$ cat src/hdl/rshm_pkg.sv
package rshm_pkg;

  // field widths
  localparam int unsigned DATA_W     = 8;
  localparam int unsigned RES_W      = 32;

  // default width of the running hash and power
  localparam int unsigned HASH_W_DEF = 32;

  // hash constants
  localparam int unsigned ROLL_BASE    = 97;
  localparam int unsigned CHAR_OFFSET  = 32;
  localparam int unsigned BUCKET_RESET = 1024;

  // product of a char distance and a residue, and of a residue and the base
  localparam int unsigned MUL_W = DATA_W + RES_W;
  localparam int unsigned POW_W = RES_W + 7;

  // operand pair fed to the two remainder lanes
  typedef enum logic [1:0] {
    SEL_SEED,
    SEL_STATE,
    SEL_PROD
  } op_sel_e;

  // controller to datapath
  typedef struct packed {
    logic    load_in;
    logic    start;
    op_sel_e sel;
    logic    commit;
    logic    mult;
    logic    fix;
    logic    add;
    logic    emit;
  } ctl_cmd_t;

  // datapath to controller
  typedef struct packed {
    logic first;
    logic last;
    logic lane_busy;
    logic out_free;
  } ctl_sts_t;

endpackage

$ cat src/hdl/rshm_if.sv
// character channel
interface rshm_in_if;
  logic                        valid;
  logic                        ready;
  logic [rshm_pkg::DATA_W-1:0] char_code;
  logic                        first_char;
  logic                        last_char;

  modport source (output valid, char_code, first_char, last_char, input ready);
  modport sink   (input valid, char_code, first_char, last_char, output ready);
endinterface

// bucket index channel
interface rshm_out_if;
  logic                       valid;
  logic                       ready;
  logic [rshm_pkg::RES_W-1:0] bucket_index;

  modport source (output valid, bucket_index, input ready);
  modport sink   (input valid, bucket_index, output ready);
endinterface

$ cat src/hdl/rshm_reduce.sv
module rshm_reduce #(
  parameter int unsigned DIV_W = rshm_pkg::MUL_W
) (
  input  logic                       clk_i,
  input  logic                       rst_ni,
  input  logic                       start_i,
  input  logic [DIV_W-1:0]           dividend_i,
  input  logic [rshm_pkg::RES_W-1:0] modulus_i,
  output logic                       busy_o,
  output logic [rshm_pkg::RES_W-1:0] rem_o
);

  localparam int unsigned CNT_W = (DIV_W > 1) ? $clog2(DIV_W) : 1;

  logic                       busy_q, busy_d;
  logic [CNT_W-1:0]           cnt_q, cnt_d;
  logic [DIV_W-1:0]           shift_q, shift_d;
  logic [rshm_pkg::RES_W-1:0] rem_q, rem_d;
  logic [rshm_pkg::RES_W:0]   trial;

  // one restoring step: bring in the next dividend bit, subtract if it fits
  assign trial = {rem_q, shift_q[DIV_W-1]};

  always_comb begin
    busy_d  = busy_q;
    cnt_d   = cnt_q;
    shift_d = shift_q;
    rem_d   = rem_q;
    if (start_i) begin
      busy_d  = 1'b1;
      cnt_d   = CNT_W'(DIV_W - 1);
      shift_d = dividend_i;
      rem_d   = '0;
    end else if (busy_q) begin
      shift_d = shift_q << 1;
      if (trial >= {1'b0, modulus_i}) begin
        rem_d = rshm_pkg::RES_W'(trial - {1'b0, modulus_i});
      end else begin
        rem_d = trial[rshm_pkg::RES_W-1:0];
      end
      if (cnt_q == '0) begin
        busy_d = 1'b0;
      end else begin
        cnt_d = cnt_q - 1'b1;
      end
    end
  end

  // control
  always_ff @(posedge clk_i or negedge rst_ni) begin
    if (!rst_ni) begin
      busy_q <= 1'b0;
      cnt_q  <= '0;
    end else begin
      busy_q <= busy_d;
      cnt_q  <= cnt_d;
    end
  end

  // working registers
  always_ff @(posedge clk_i) begin
    shift_q <= shift_d;
    rem_q   <= rem_d;
  end

  assign busy_o = busy_q;
  assign rem_o  = rem_q;

endmodule

$ cat src/hdl/rshm_datapath.sv
module rshm_datapath #(
  parameter int unsigned HASH_WIDTH = rshm_pkg::HASH_W_DEF
) (
  input  logic                        clk_i,
  input  logic                        rst_ni,
  input  logic                        cfg_we_i,
  input  logic [rshm_pkg::RES_W-1:0]  cfg_wdata_i,
  input  logic [rshm_pkg::DATA_W-1:0] char_code_i,
  input  logic                        first_char_i,
  input  logic                        last_char_i,
  input  rshm_pkg::ctl_cmd_t          cmd_i,
  output rshm_pkg::ctl_sts_t          sts_o,
  input  logic                        out_ready_i,
  output logic                        out_valid_o,
  output logic [rshm_pkg::RES_W-1:0]  bucket_index_o
);

  localparam int unsigned DIV_W =
    (HASH_WIDTH > rshm_pkg::MUL_W) ? HASH_WIDTH : rshm_pkg::MUL_W;
  localparam int unsigned RW = rshm_pkg::RES_W;

  logic [rshm_pkg::DATA_W-1:0] char_q;
  logic                        first_q;
  logic                        last_q;
  logic [RW-1:0]               bucket_q;
  logic [HASH_WIDTH-1:0]       hash_q, hash_d;
  logic [HASH_WIDTH-1:0]       power_q, power_d;
  logic [rshm_pkg::MUL_W-1:0]  prod_q;
  logic [rshm_pkg::POW_W-1:0]  pow97_q;
  logic                        neg_q;
  logic [RW-1:0]               term_q;
  logic                        out_valid_q;
  logic [RW-1:0]               out_data_q;

  logic [RW-1:0]               modulus;
  logic [RW-1:0]               h_res;
  logic [RW-1:0]               p_res;
  logic                        char_neg;
  logic [rshm_pkg::DATA_W-1:0] char_dist;
  logic [DIV_W-1:0]            div_a, div_b;
  logic [RW-1:0]               rem_a, rem_b;
  logic                        busy_a, busy_b;
  logic [RW:0]                 sum;
  logic [RW-1:0]               sum_red;

  // a zero bucket count acts as one
  assign modulus = (bucket_q == '0) ? RW'(1) : bucket_q;
  assign h_res   = RW'(hash_q);
  assign p_res   = RW'(power_q);

  // signed distance of the char from the space code
  assign char_neg  = char_q < rshm_pkg::DATA_W'(rshm_pkg::CHAR_OFFSET);
  assign char_dist = char_neg ? rshm_pkg::DATA_W'(rshm_pkg::CHAR_OFFSET) - char_q
                              : char_q - rshm_pkg::DATA_W'(rshm_pkg::CHAR_OFFSET);

  // operands for the two remainder lanes
  always_comb begin
    unique case (cmd_i.sel)
      rshm_pkg::SEL_SEED: begin
        div_a = DIV_W'(char_q);
        div_b = DIV_W'(rshm_pkg::ROLL_BASE);
      end
      rshm_pkg::SEL_STATE: begin
        div_a = DIV_W'(hash_q);
        div_b = DIV_W'(power_q);
      end
      rshm_pkg::SEL_PROD: begin
        div_a = DIV_W'(prod_q);
        div_b = DIV_W'(pow97_q);
      end
      default: begin
        div_a = '0;
        div_b = '0;
      end
    endcase
  end

  rshm_reduce #(.DIV_W(DIV_W)) u_lane_a (
    .clk_i      (clk_i),
    .rst_ni     (rst_ni),
    .start_i    (cmd_i.start),
    .dividend_i (div_a),
    .modulus_i  (modulus),
    .busy_o     (busy_a),
    .rem_o      (rem_a)
  );

  rshm_reduce #(.DIV_W(DIV_W)) u_lane_b (
    .clk_i      (clk_i),
    .rst_ni     (rst_ni),
    .start_i    (cmd_i.start),
    .dividend_i (div_b),
    .modulus_i  (modulus),
    .busy_o     (busy_b),
    .rem_o      (rem_b)
  );

  // hash plus term, one conditional subtract
  assign sum     = {1'b0, h_res} + {1'b0, term_q};
  assign sum_red = (sum >= {1'b0, modulus}) ? RW'(sum - {1'b0, modulus}) : sum[RW-1:0];

  // running state update
  always_comb begin
    hash_d  = hash_q;
    power_d = power_q;
    if (cmd_i.commit) begin
      hash_d  = HASH_WIDTH'(rem_a);
      power_d = HASH_WIDTH'(rem_b);
    end else if (cmd_i.add) begin
      hash_d  = HASH_WIDTH'(sum_red);
      power_d = HASH_WIDTH'(rem_b);
    end
  end

  // control and state registers
  always_ff @(posedge clk_i or negedge rst_ni) begin
    if (!rst_ni) begin
      bucket_q    <= RW'(rshm_pkg::BUCKET_RESET);
      hash_q      <= '0;
      power_q     <= HASH_WIDTH'(rshm_pkg::ROLL_BASE % rshm_pkg::BUCKET_RESET);
      out_valid_q <= 1'b0;
    end else begin
      if (cfg_we_i) begin
        bucket_q <= cfg_wdata_i;
      end
      hash_q  <= hash_d;
      power_q <= power_d;
      if (cmd_i.emit) begin
        out_valid_q <= 1'b1;
      end else if (out_ready_i) begin
        out_valid_q <= 1'b0;
      end
    end
  end

  // payload registers
  always_ff @(posedge clk_i) begin
    if (cmd_i.load_in) begin
      char_q  <= char_code_i;
      first_q <= first_char_i;
      last_q  <= last_char_i;
    end
    if (cmd_i.mult) begin
      prod_q  <= rshm_pkg::MUL_W'(char_dist) * rshm_pkg::MUL_W'(p_res);
      pow97_q <= rshm_pkg::POW_W'(p_res) * rshm_pkg::POW_W'(rshm_pkg::ROLL_BASE);
      neg_q   <= char_neg;
    end
    // a negative distance turns its residue into the additive inverse
    if (cmd_i.fix) begin
      term_q <= (neg_q && rem_a != '0) ? modulus - rem_a : (neg_q ? '0 : rem_a);
    end
    if (cmd_i.emit) begin
      out_data_q <= RW'(hash_q);
    end
  end

  assign sts_o.first     = first_q;
  assign sts_o.last      = last_q;
  assign sts_o.lane_busy = busy_a | busy_b;
  assign sts_o.out_free  = !out_valid_q || out_ready_i;

  assign out_valid_o    = out_valid_q;
  assign bucket_index_o = out_data_q;

endmodule

$ cat src/hdl/rshm_ctrl.sv
module rshm_ctrl (
  input  logic               clk_i,
  input  logic               rst_ni,
  input  logic               cfg_we_i,
  input  logic               in_valid_i,
  output logic               in_ready_o,
  input  rshm_pkg::ctl_sts_t sts_i,
  output rshm_pkg::ctl_cmd_t cmd_o
);

  localparam logic [2:0] S_IDLE   = 3'd0;
  localparam logic [2:0] S_LOAD   = 3'd1;
  localparam logic [2:0] S_RUN    = 3'd2;
  localparam logic [2:0] S_MUL    = 3'd3;
  localparam logic [2:0] S_PSTART = 3'd4;
  localparam logic [2:0] S_FIX    = 3'd5;
  localparam logic [2:0] S_ADD    = 3'd6;
  localparam logic [2:0] S_EMIT   = 3'd7;

  logic [2:0]        state_q, state_d;
  rshm_pkg::op_sel_e sel_q, sel_d;
  logic              resid_q, resid_d;
  logic              in_accept;

  assign in_ready_o = (state_q == S_IDLE);
  assign in_accept  = in_valid_i && in_ready_o;

  // sequencing of one char
  always_comb begin
    state_d = state_q;
    sel_d   = sel_q;
    resid_d = resid_q;
    cmd_o   = '0;
    cmd_o.sel = sel_q;
    unique case (state_q)
      S_IDLE: begin
        cmd_o.load_in = in_accept;
        if (in_accept) begin
          state_d = S_LOAD;
        end
      end
      S_LOAD: begin
        // seed, or first bring stale state under a new modulus
        if (sts_i.first) begin
          sel_d       = rshm_pkg::SEL_SEED;
          cmd_o.sel   = rshm_pkg::SEL_SEED;
          cmd_o.start = 1'b1;
          state_d     = S_RUN;
        end else if (!resid_q) begin
          sel_d       = rshm_pkg::SEL_STATE;
          cmd_o.sel   = rshm_pkg::SEL_STATE;
          cmd_o.start = 1'b1;
          state_d     = S_RUN;
        end else begin
          state_d = S_MUL;
        end
      end
      S_RUN: begin
        if (!sts_i.lane_busy) begin
          priority case (sel_q)
            rshm_pkg::SEL_SEED: begin
              cmd_o.commit = 1'b1;
              resid_d      = 1'b1;
              state_d      = sts_i.last ? S_EMIT : S_IDLE;
            end
            rshm_pkg::SEL_STATE: begin
              cmd_o.commit = 1'b1;
              resid_d      = 1'b1;
              state_d      = S_MUL;
            end
            default: begin
              state_d = S_FIX;
            end
          endcase
        end
      end
      S_MUL: begin
        cmd_o.mult = 1'b1;
        state_d    = S_PSTART;
      end
      S_PSTART: begin
        sel_d       = rshm_pkg::SEL_PROD;
        cmd_o.sel   = rshm_pkg::SEL_PROD;
        cmd_o.start = 1'b1;
        state_d     = S_RUN;
      end
      S_FIX: begin
        cmd_o.fix = 1'b1;
        state_d   = S_ADD;
      end
      S_ADD: begin
        cmd_o.add = 1'b1;
        state_d   = sts_i.last ? S_EMIT : S_IDLE;
      end
      S_EMIT: begin
        if (sts_i.out_free) begin
          cmd_o.emit = 1'b1;
          state_d    = S_IDLE;
        end
      end
      default: begin
        state_d = S_IDLE;
      end
    endcase
    // a new modulus leaves the stored values unreduced
    if (cfg_we_i) begin
      resid_d = 1'b0;
    end
  end

  always_ff @(posedge clk_i or negedge rst_ni) begin
    if (!rst_ni) begin
      state_q <= S_IDLE;
      sel_q   <= rshm_pkg::SEL_SEED;
      resid_q <= 1'b1;
    end else begin
      state_q <= state_d;
      sel_q   <= sel_d;
      resid_q <= resid_d;
    end
  end

  // lanes are never restarted mid-run
  a_start_idle: assert property (@(posedge clk_i) disable iff (!rst_ni)
    cmd_o.start |-> !sts_i.lane_busy)
    else $error("lanes started while busy");

  // a start shows up as busy lanes on the next cycle
  a_start_busy: assert property (@(posedge clk_i) disable iff (!rst_ni)
    cmd_o.start |=> sts_i.lane_busy)
    else $error("lanes not busy after start");

  // the result register is only loaded when it can take a beat
  a_emit_free: assert property (@(posedge clk_i) disable iff (!rst_ni)
    cmd_o.emit |-> sts_i.out_free)
    else $error("result overwritten");

  // a bucket count write forces a re-reduction of the state
  a_cfg_stale: assert property (@(posedge clk_i) disable iff (!rst_ni)
    cfg_we_i |=> !resid_q)
    else $error("state marked reduced after config write");

  // an accepted beat always moves to the load step
  a_accept_load: assert property (@(posedge clk_i) disable iff (!rst_ni)
    in_accept |=> state_q == S_LOAD)
    else $error("accepted beat not loaded");

endmodule

$ cat src/hdl/rolling_string_hash_mod_core.sv
// channel   dir  payload                                  handshake
// in_ch     in   char_code[7:0], first_char, last_char    valid / ready
// out_ch    out  bucket_index[31:0]                       valid / ready
// cfg       in   cfg_wdata_i[31:0] (bucket_count)         cfg_we_i, no stall
//
// a char without first_char is loaded, multiplied, reduced in the remainder lanes, fixed
// and added before ready returns; a first char is only loaded and seeded in the lanes,
// DIV_W bits wide, DIV_W being max(40, HASH_WIDTH); the first char after a bucket_count
// write without first_char set first reduces the stored hash and power by the new modulus
// a last char also loads the result register, after any wait for the sink
// while it holds an earlier beat; async active-low reset: bucket_count 1024, hash 0, power 97
module rolling_string_hash_mod_core #(
  parameter int unsigned HASH_WIDTH = rshm_pkg::HASH_W_DEF
) (
  input  logic                       clk_i,
  input  logic                       rst_ni,
  rshm_in_if.sink                    in_ch,
  rshm_out_if.source                 out_ch,
  input  logic                       cfg_we_i,
  input  logic [rshm_pkg::RES_W-1:0] cfg_wdata_i
);

  rshm_pkg::ctl_cmd_t cmd;
  rshm_pkg::ctl_sts_t sts;

  // state machine
  rshm_ctrl u_ctrl (
    .clk_i      (clk_i),
    .rst_ni     (rst_ni),
    .cfg_we_i   (cfg_we_i),
    .in_valid_i (in_ch.valid),
    .in_ready_o (in_ch.ready),
    .sts_i      (sts),
    .cmd_o      (cmd)
  );

  // hash arithmetic and result register
  rshm_datapath #(.HASH_WIDTH(HASH_WIDTH)) u_datapath (
    .clk_i          (clk_i),
    .rst_ni         (rst_ni),
    .cfg_we_i       (cfg_we_i),
    .cfg_wdata_i    (cfg_wdata_i),
    .char_code_i    (in_ch.char_code),
    .first_char_i   (in_ch.first_char),
    .last_char_i    (in_ch.last_char),
    .cmd_i          (cmd),
    .sts_o          (sts),
    .out_ready_i    (out_ch.ready),
    .out_valid_o    (out_ch.valid),
    .bucket_index_o (out_ch.bucket_index)
  );

endmodule
$ cat src/flat_wrapper.sv
// flat-port wrapper written by rule: the top's interface ports become plain ports
module rolling_string_hash_mod_core_flat 
#(
  parameter int unsigned HASH_WIDTH = rshm_pkg::HASH_W_DEF
)
  (clk_i, rst_ni, cfg_we_i, cfg_wdata_i, in_ch_valid, in_ch_char_code, in_ch_first_char, in_ch_last_char, in_ch_ready, out_ch_valid, out_ch_bucket_index, out_ch_ready);
  rshm_in_if in_ch_i ();
  rshm_out_if out_ch_i ();
  input  logic clk_i;
  input  logic rst_ni;
  input  logic cfg_we_i;
  input  logic [rshm_pkg::RES_W-1:0] cfg_wdata_i;
  input wire logic [$bits(in_ch_i.valid)-1:0] in_ch_valid;
  input wire logic [$bits(in_ch_i.char_code)-1:0] in_ch_char_code;
  input wire logic [$bits(in_ch_i.first_char)-1:0] in_ch_first_char;
  input wire logic [$bits(in_ch_i.last_char)-1:0] in_ch_last_char;
  output wire logic [$bits(in_ch_i.ready)-1:0] in_ch_ready;
  output wire logic [$bits(out_ch_i.valid)-1:0] out_ch_valid;
  output wire logic [$bits(out_ch_i.bucket_index)-1:0] out_ch_bucket_index;
  input wire logic [$bits(out_ch_i.ready)-1:0] out_ch_ready;
  assign in_ch_i.valid = in_ch_valid;
  assign in_ch_i.char_code = in_ch_char_code;
  assign in_ch_i.first_char = in_ch_first_char;
  assign in_ch_i.last_char = in_ch_last_char;
  assign in_ch_ready = in_ch_i.ready;
  assign out_ch_valid = out_ch_i.valid;
  assign out_ch_bucket_index = out_ch_i.bucket_index;
  assign out_ch_i.ready = out_ch_ready;
  rolling_string_hash_mod_core #(.HASH_WIDTH(HASH_WIDTH)) u_core (.clk_i(clk_i), .rst_ni(rst_ni), .in_ch(in_ch_i), .out_ch(out_ch_i), .cfg_we_i(cfg_we_i), .cfg_wdata_i(cfg_wdata_i));
endmodule
$ cat config.mk
export PLATFORM = sky130hd
export DESIGN_NAME = rolling_string_hash_mod_core_flat
export DESIGN_NICKNAME = d
export VERILOG_FILES = /design/src/hdl/rshm_pkg.sv /design/src/hdl/rshm_if.sv /design/src/hdl/rshm_reduce.sv /design/src/hdl/rshm_datapath.sv /design/src/hdl/rshm_ctrl.sv /design/src/hdl/rolling_string_hash_mod_core.sv /design/src/flat_wrapper.sv
export SDC_FILE = /design/constraint.sdc
export NUM_CORES = 2
export LEC_CHECK = 0
export ABC_AREA = 1
export BUFFER_PORTS_ARGS = -buffer_cell sky130_fd_sc_hd__clkbuf_2
export CAP_MARGIN = 0
export CORE_ASPECT_RATIO = 0.75
export CORE_MARGIN = 4
export CORE_UTILIZATION = 35
export DETAILED_ROUTE_END_ITERATION = 8
export HOLD_SLACK_MARGIN = 0.03
export SKIP_CTS_REPAIR_TIMING = 1
export SLEW_MARGIN = 20
export SYNTH_ARGS = -nofsm -noshare
export SYNTH_HDL_FRONTEND = slang
export SYNTH_HIERARCHICAL = 1
export SYNTH_SLANG_ARGS = --single-unit
$ cat constraint.sdc
create_clock -name clk_i -period 6.3 [get_ports clk_i]
set_input_delay 0.945 -clock clk_i [delete_from_list [all_inputs] [get_ports clk_i]]
set_output_delay 0.945 -clock clk_i [all_outputs]
set_load 0.01 [all_outputs]
==> impl_metrics.tcl <==
set metrics [dict create \
    avgRoutedWirePerCell_um 20.8 \
    core_area_um2 119000 \
    rr_endpoint "u_core/u_datapath/prod_q[22]" \
    cts_htree_levels 2 \
    synth_edf_count 234 \
    final_count_of_pins_violating_max_slew 0 \
    std_cell_rows 109 \
    gr-total-overflow 0 \
    async_set_reset_flop_share_out_of_synthesis 0.282 \
    run_status "finished, final reports clean" \
    synthesis.area_per_instance_um2 6.97 \
    die_h_um 308 \
    detail_route.vias_per_cell 5.17 \
    layout_worst_path_cycle_share 0.963 \
    timing.critical_path.fanout_max 12 \
    setup-violations-final 0 \
    final-seq-area_um2 11200 \
    synth_adder_area_share 0.207 \
    cts.root.buffer_cell "sky130_fd_sc_hd__clkbuf_16" \
    muxShareOfSynthArea 0 \
    clkLatencyLatePin_ns 0.63 \
    multiInputGateArea_um2 25900 \
    slew_headroom 0.271 \
    whs_ns 0.325 \
    setup-tns-final_ns 0 \
    cts_num_sinks 415 \
    layout.cells.most_common_list "sky130_fd_sc_hd__nand2_1 (1772), sky130_fd_sc_hd__inv_1 (1086), sky130_fd_sc_hd__nor2_1 (551)" \
    setup.worst_path.start_class "register" \
    synth.net_count 6643 \
    timing.fmax_mhz 165 \
    synth_area_um2 42000 \
    tritoncts "yes" \
    timing.reg2reg.setup_slack_ns 0.23 \
    worst_ep_arrival_time_ns 6.50 \
    final_common_cell "sky130_fd_sc_hd__nand2_1" \
    final_nets 6662 \
    drcViolationCount 0 \
    numCtsBuffers 51 \
    synth.ff_latch_count 415 \
    worst_setup_hold_path_clk_slew_ns 0.07 \
    routed_wl_um 159000 \
    filler_cell_count 12606 \
    starting_utilization_of_the_core_area 0.355 \
    dominant_synthesized_flop_cell "sky130_fd_sc_hd__edfxtp_1" \
    count_of_mapped_cells_out_of_synthesis 6027 \
    die_width_um 408 \
    wire_length_of_the_first_global_routing_pass_um 237000 \
    top_level_ports 81 \
    unrepaired_setup_endpoints_after_global_routing "no" \
    finish.utilization 0.387 \
    tightestPinTransition_ns 1.09 \
    drtPass1Iterations 6 \
    synth.lib_cells_used.distinct 56 \
    layout-drive-gt1-share 0.0540 \
    dieArea_um2 126000 \
    post-route-cell-area_um2 45900 \
    finalHoldViolations 0 \
    worst_r2r_path_depth 21 \
    synthSimpleGateAreaFrac 0.298 \
    grt.total_usage 0.247 \
    synth_top_family_by_area "simple AND/OR/NAND/NOR gates" \
    pin_count_of_the_biggest_net_entering_global_routing 88 \
    seq_area_frac_synth 0.268 \
    worst_setup_path_end_kind "register" \
    worstSetupPathType "register to register" \
    detailed_place_hpwl_um 128000 \
    areaGrowthSynthToFinish_pct 9.21 \
    cts.path.max_buffers 3 \
    synthesis.yosys.warnings 6 \
    finalCriticalPeriod_ns 6.07 \
    synth_compound_area_frac 0.0794 \
    placement.io_buffers 80 \
    drt-initial-drc-count 4210 \
    worstPathRequired_ns 6.73 \
    final_antenna_net_count 0 \
    max_cap_viol_count 0 \
    worstHoldPathType "primary input to asynchronous set/reset pin" \
    yosys.area_share.xor_xnor 0.0292 \
    final.setup_skew_ns 0.0258 \
    place_congestion 0.967 \
    routed-via-count 39508 \
    reg2reg_from "u_core/u_datapath/char_q[5]" \
    grt_antenna_before_repair 9 \
    placement.cell_area_um2 44100 \
    grt_pass1_vias 36985 \
]
==> registers in the layout (all words and copies together), names as in the netlist <==
name                                flops
u_core/u_datapath/u_lane_b/shift_q     40
u_core/u_datapath/out_valid_o           1
u_core/u_datapath/prod_q               40
u_core/u_datapath/u_lane_a/rem_o       32
u_core/u_datapath/u_lane_a/cnt_q        6
u_core/u_ctrl/state_q                   3
u_core/u_datapath/u_lane_a/shift_q     40
u_core/u_datapath/char_q                8
u_core/u_ctrl/sel_q                     2
u_core/u_datapath/pow97_q              39
u_core/u_datapath/last_q                1
u_core/u_datapath/u_lane_a/busy_o       1
u_core/u_datapath/p_res                32
u_core/u_datapath/neg_q                 1
u_core/u_ctrl/resid_q                   1
u_core/u_datapath/u_lane_b/rem_o       32
u_core/u_datapath/term_q               32
u_core/u_datapath/u_lane_b/busy_o       1
u_core/u_datapath/u_lane_b/cnt_q        6
u_core/u_datapath/bucket_index_o       32
u_core/u_datapath/h_res                32
u_core/u_datapath/bucket_q             32
u_core/u_datapath/first_q               1
==> cell type report <==
cell class,instances,area share
diodes,5,0.000273
clock buffers,66,0.0308
clock inverters,29,0.00791
inverters,1132,0.0928
multi-input cells,4316,0.564
flip-flops and latches,415,0.245
well taps,1554,0.0424
repair buffers,130,0.0173
==> worst max-delay path by stage <==
stage / startpoint / end / slack (ns) / cells after the start
global placement: u_core/u_datapath/char_q[3] / u_core/u_datapath/prod_q[22] / 0.04 / 23
finish: u_core/u_datapath/char_q[5] / u_core/u_datapath/prod_q[22] / 0.23 / 21
detailed placement: u_core/u_datapath/char_q[3] / u_core/u_datapath/prod_q[26] / 0.18 / 22
CTS: u_core/u_datapath/char_q[3] / u_core/u_datapath/prod_q[26] / 0.13 / 22
floorplan: u_core/u_datapath/char_q[5] / u_core/u_datapath/prod_q[35] / 0.83 / 28
global route: u_core/u_datapath/char_q[7] / u_core/u_datapath/prod_q[36] / 0.02 / 22
==> layer usage <==
| metal | vias up | track usage | part of all wire |
|---|---|---|---|
| li1 | 19030 | - | - |
| met4 | 2 | 0.0377 | 0.016 |
| met5 | - | 0 | 0.000082 |
| met3 | 134 | 0.0623 | 0.11 |
| met2 | 1616 | 0.332 | 0.38 |
| met1 | 18726 | 0.396 | 0.50 |
==> cell families after synthesis <==
kind of cell,after synthesis
other,1
AO/OA/AOI/OAI,600
XOR/XNOR,140
buffers and inverters,1296
AND/OR/NAND/NOR,3006
flip-flops,415
adder cells (fa/ha/maj),569
==> Yosys cell counts, drive strengths merged (3+ instances only) <==
library cell | count | share of area
buf | 42 | 0.0069
a21o | 25 | 0.0045
xnor2 | 59 | 0.012
dfrtp | 112 | 0.067
o21bai | 27 | 0.0048
nand3 | 449 | 0.054
edfxtp | 234 | 0.17
nor4 | 23 | 0.0036
o21ai | 211 | 0.025
a22oi | 12 | 0.0021
a21boi | 6 | 0.0011
a211oi | 3 | 0.00054
dfxtp | 64 | 0.030
xor2 | 81 | 0.017
clkbuf | 122 | 0.011
o22ai | 18 | 0.0027
ha | 360 | 0.11
nor3 | 37 | 0.0048
clkinv | 25 | 0.0022
nor2 | 577 | 0.054
and2 | 8 | 0.0012
fa | 209 | 0.10
inv | 1107 | 0.099
nand2 | 1811 | 0.16
o211ai | 12 | 0.0021
a21oi | 251 | 0.030
a31oi | 20 | 0.0030
or2 | 6 | 0.00089
a221oi | 3 | 0.00063
o21a | 7 | 0.0013
dfstp | 5 | 0.0031
nand3b | 35 | 0.0063
nand4 | 59 | 0.0088
==> stage by stage <==
stage / cells / worst slack, ns
detailed placement: 7546 / 0.178
global route: 7642 / 0.0202
floorplan: 6027 / 0.830
finish: 7647 / 0.233
global placement: 7546 / 0.0405
CTS: 7641 / 0.131
==> critical path, cell delays in order, from the launching register on <==
cell and delay [ns]:
sky130_fd_sc_hd__edfxtp_1 0.39, sky130_fd_sc_hd__inv_1 0.15, sky130_fd_sc_hd__nand2_1 0.19, sky130_fd_sc_hd__inv_1 0.20
sky130_fd_sc_hd__nand3_1 0.11, sky130_fd_sc_hd__nand2_1 0.15, sky130_fd_sc_hd__clkinvlp_4 0.27, sky130_fd_sc_hd__nor2_1 0.22
sky130_fd_sc_hd__fa_1 0.49, sky130_fd_sc_hd__fa_1 0.48, sky130_fd_sc_hd__fa_1 0.55, sky130_fd_sc_hd__inv_1 0.05
sky130_fd_sc_hd__fa_1 0.52, sky130_fd_sc_hd__inv_1 0.04, sky130_fd_sc_hd__ha_1 0.38, sky130_fd_sc_hd__a21o_1 0.24
sky130_fd_sc_hd__a31oi_1 0.32, sky130_fd_sc_hd__nand3_2 0.25, sky130_fd_sc_hd__nand2_1 0.11, sky130_fd_sc_hd__nand2_1 0.16
sky130_fd_sc_hd__a21boi_0 0.31, sky130_fd_sc_hd__xor2_1 0.29
Power is not shown: default switching activity piles up to over one toggle a cycle in this logic, so the estimate is an artifact.
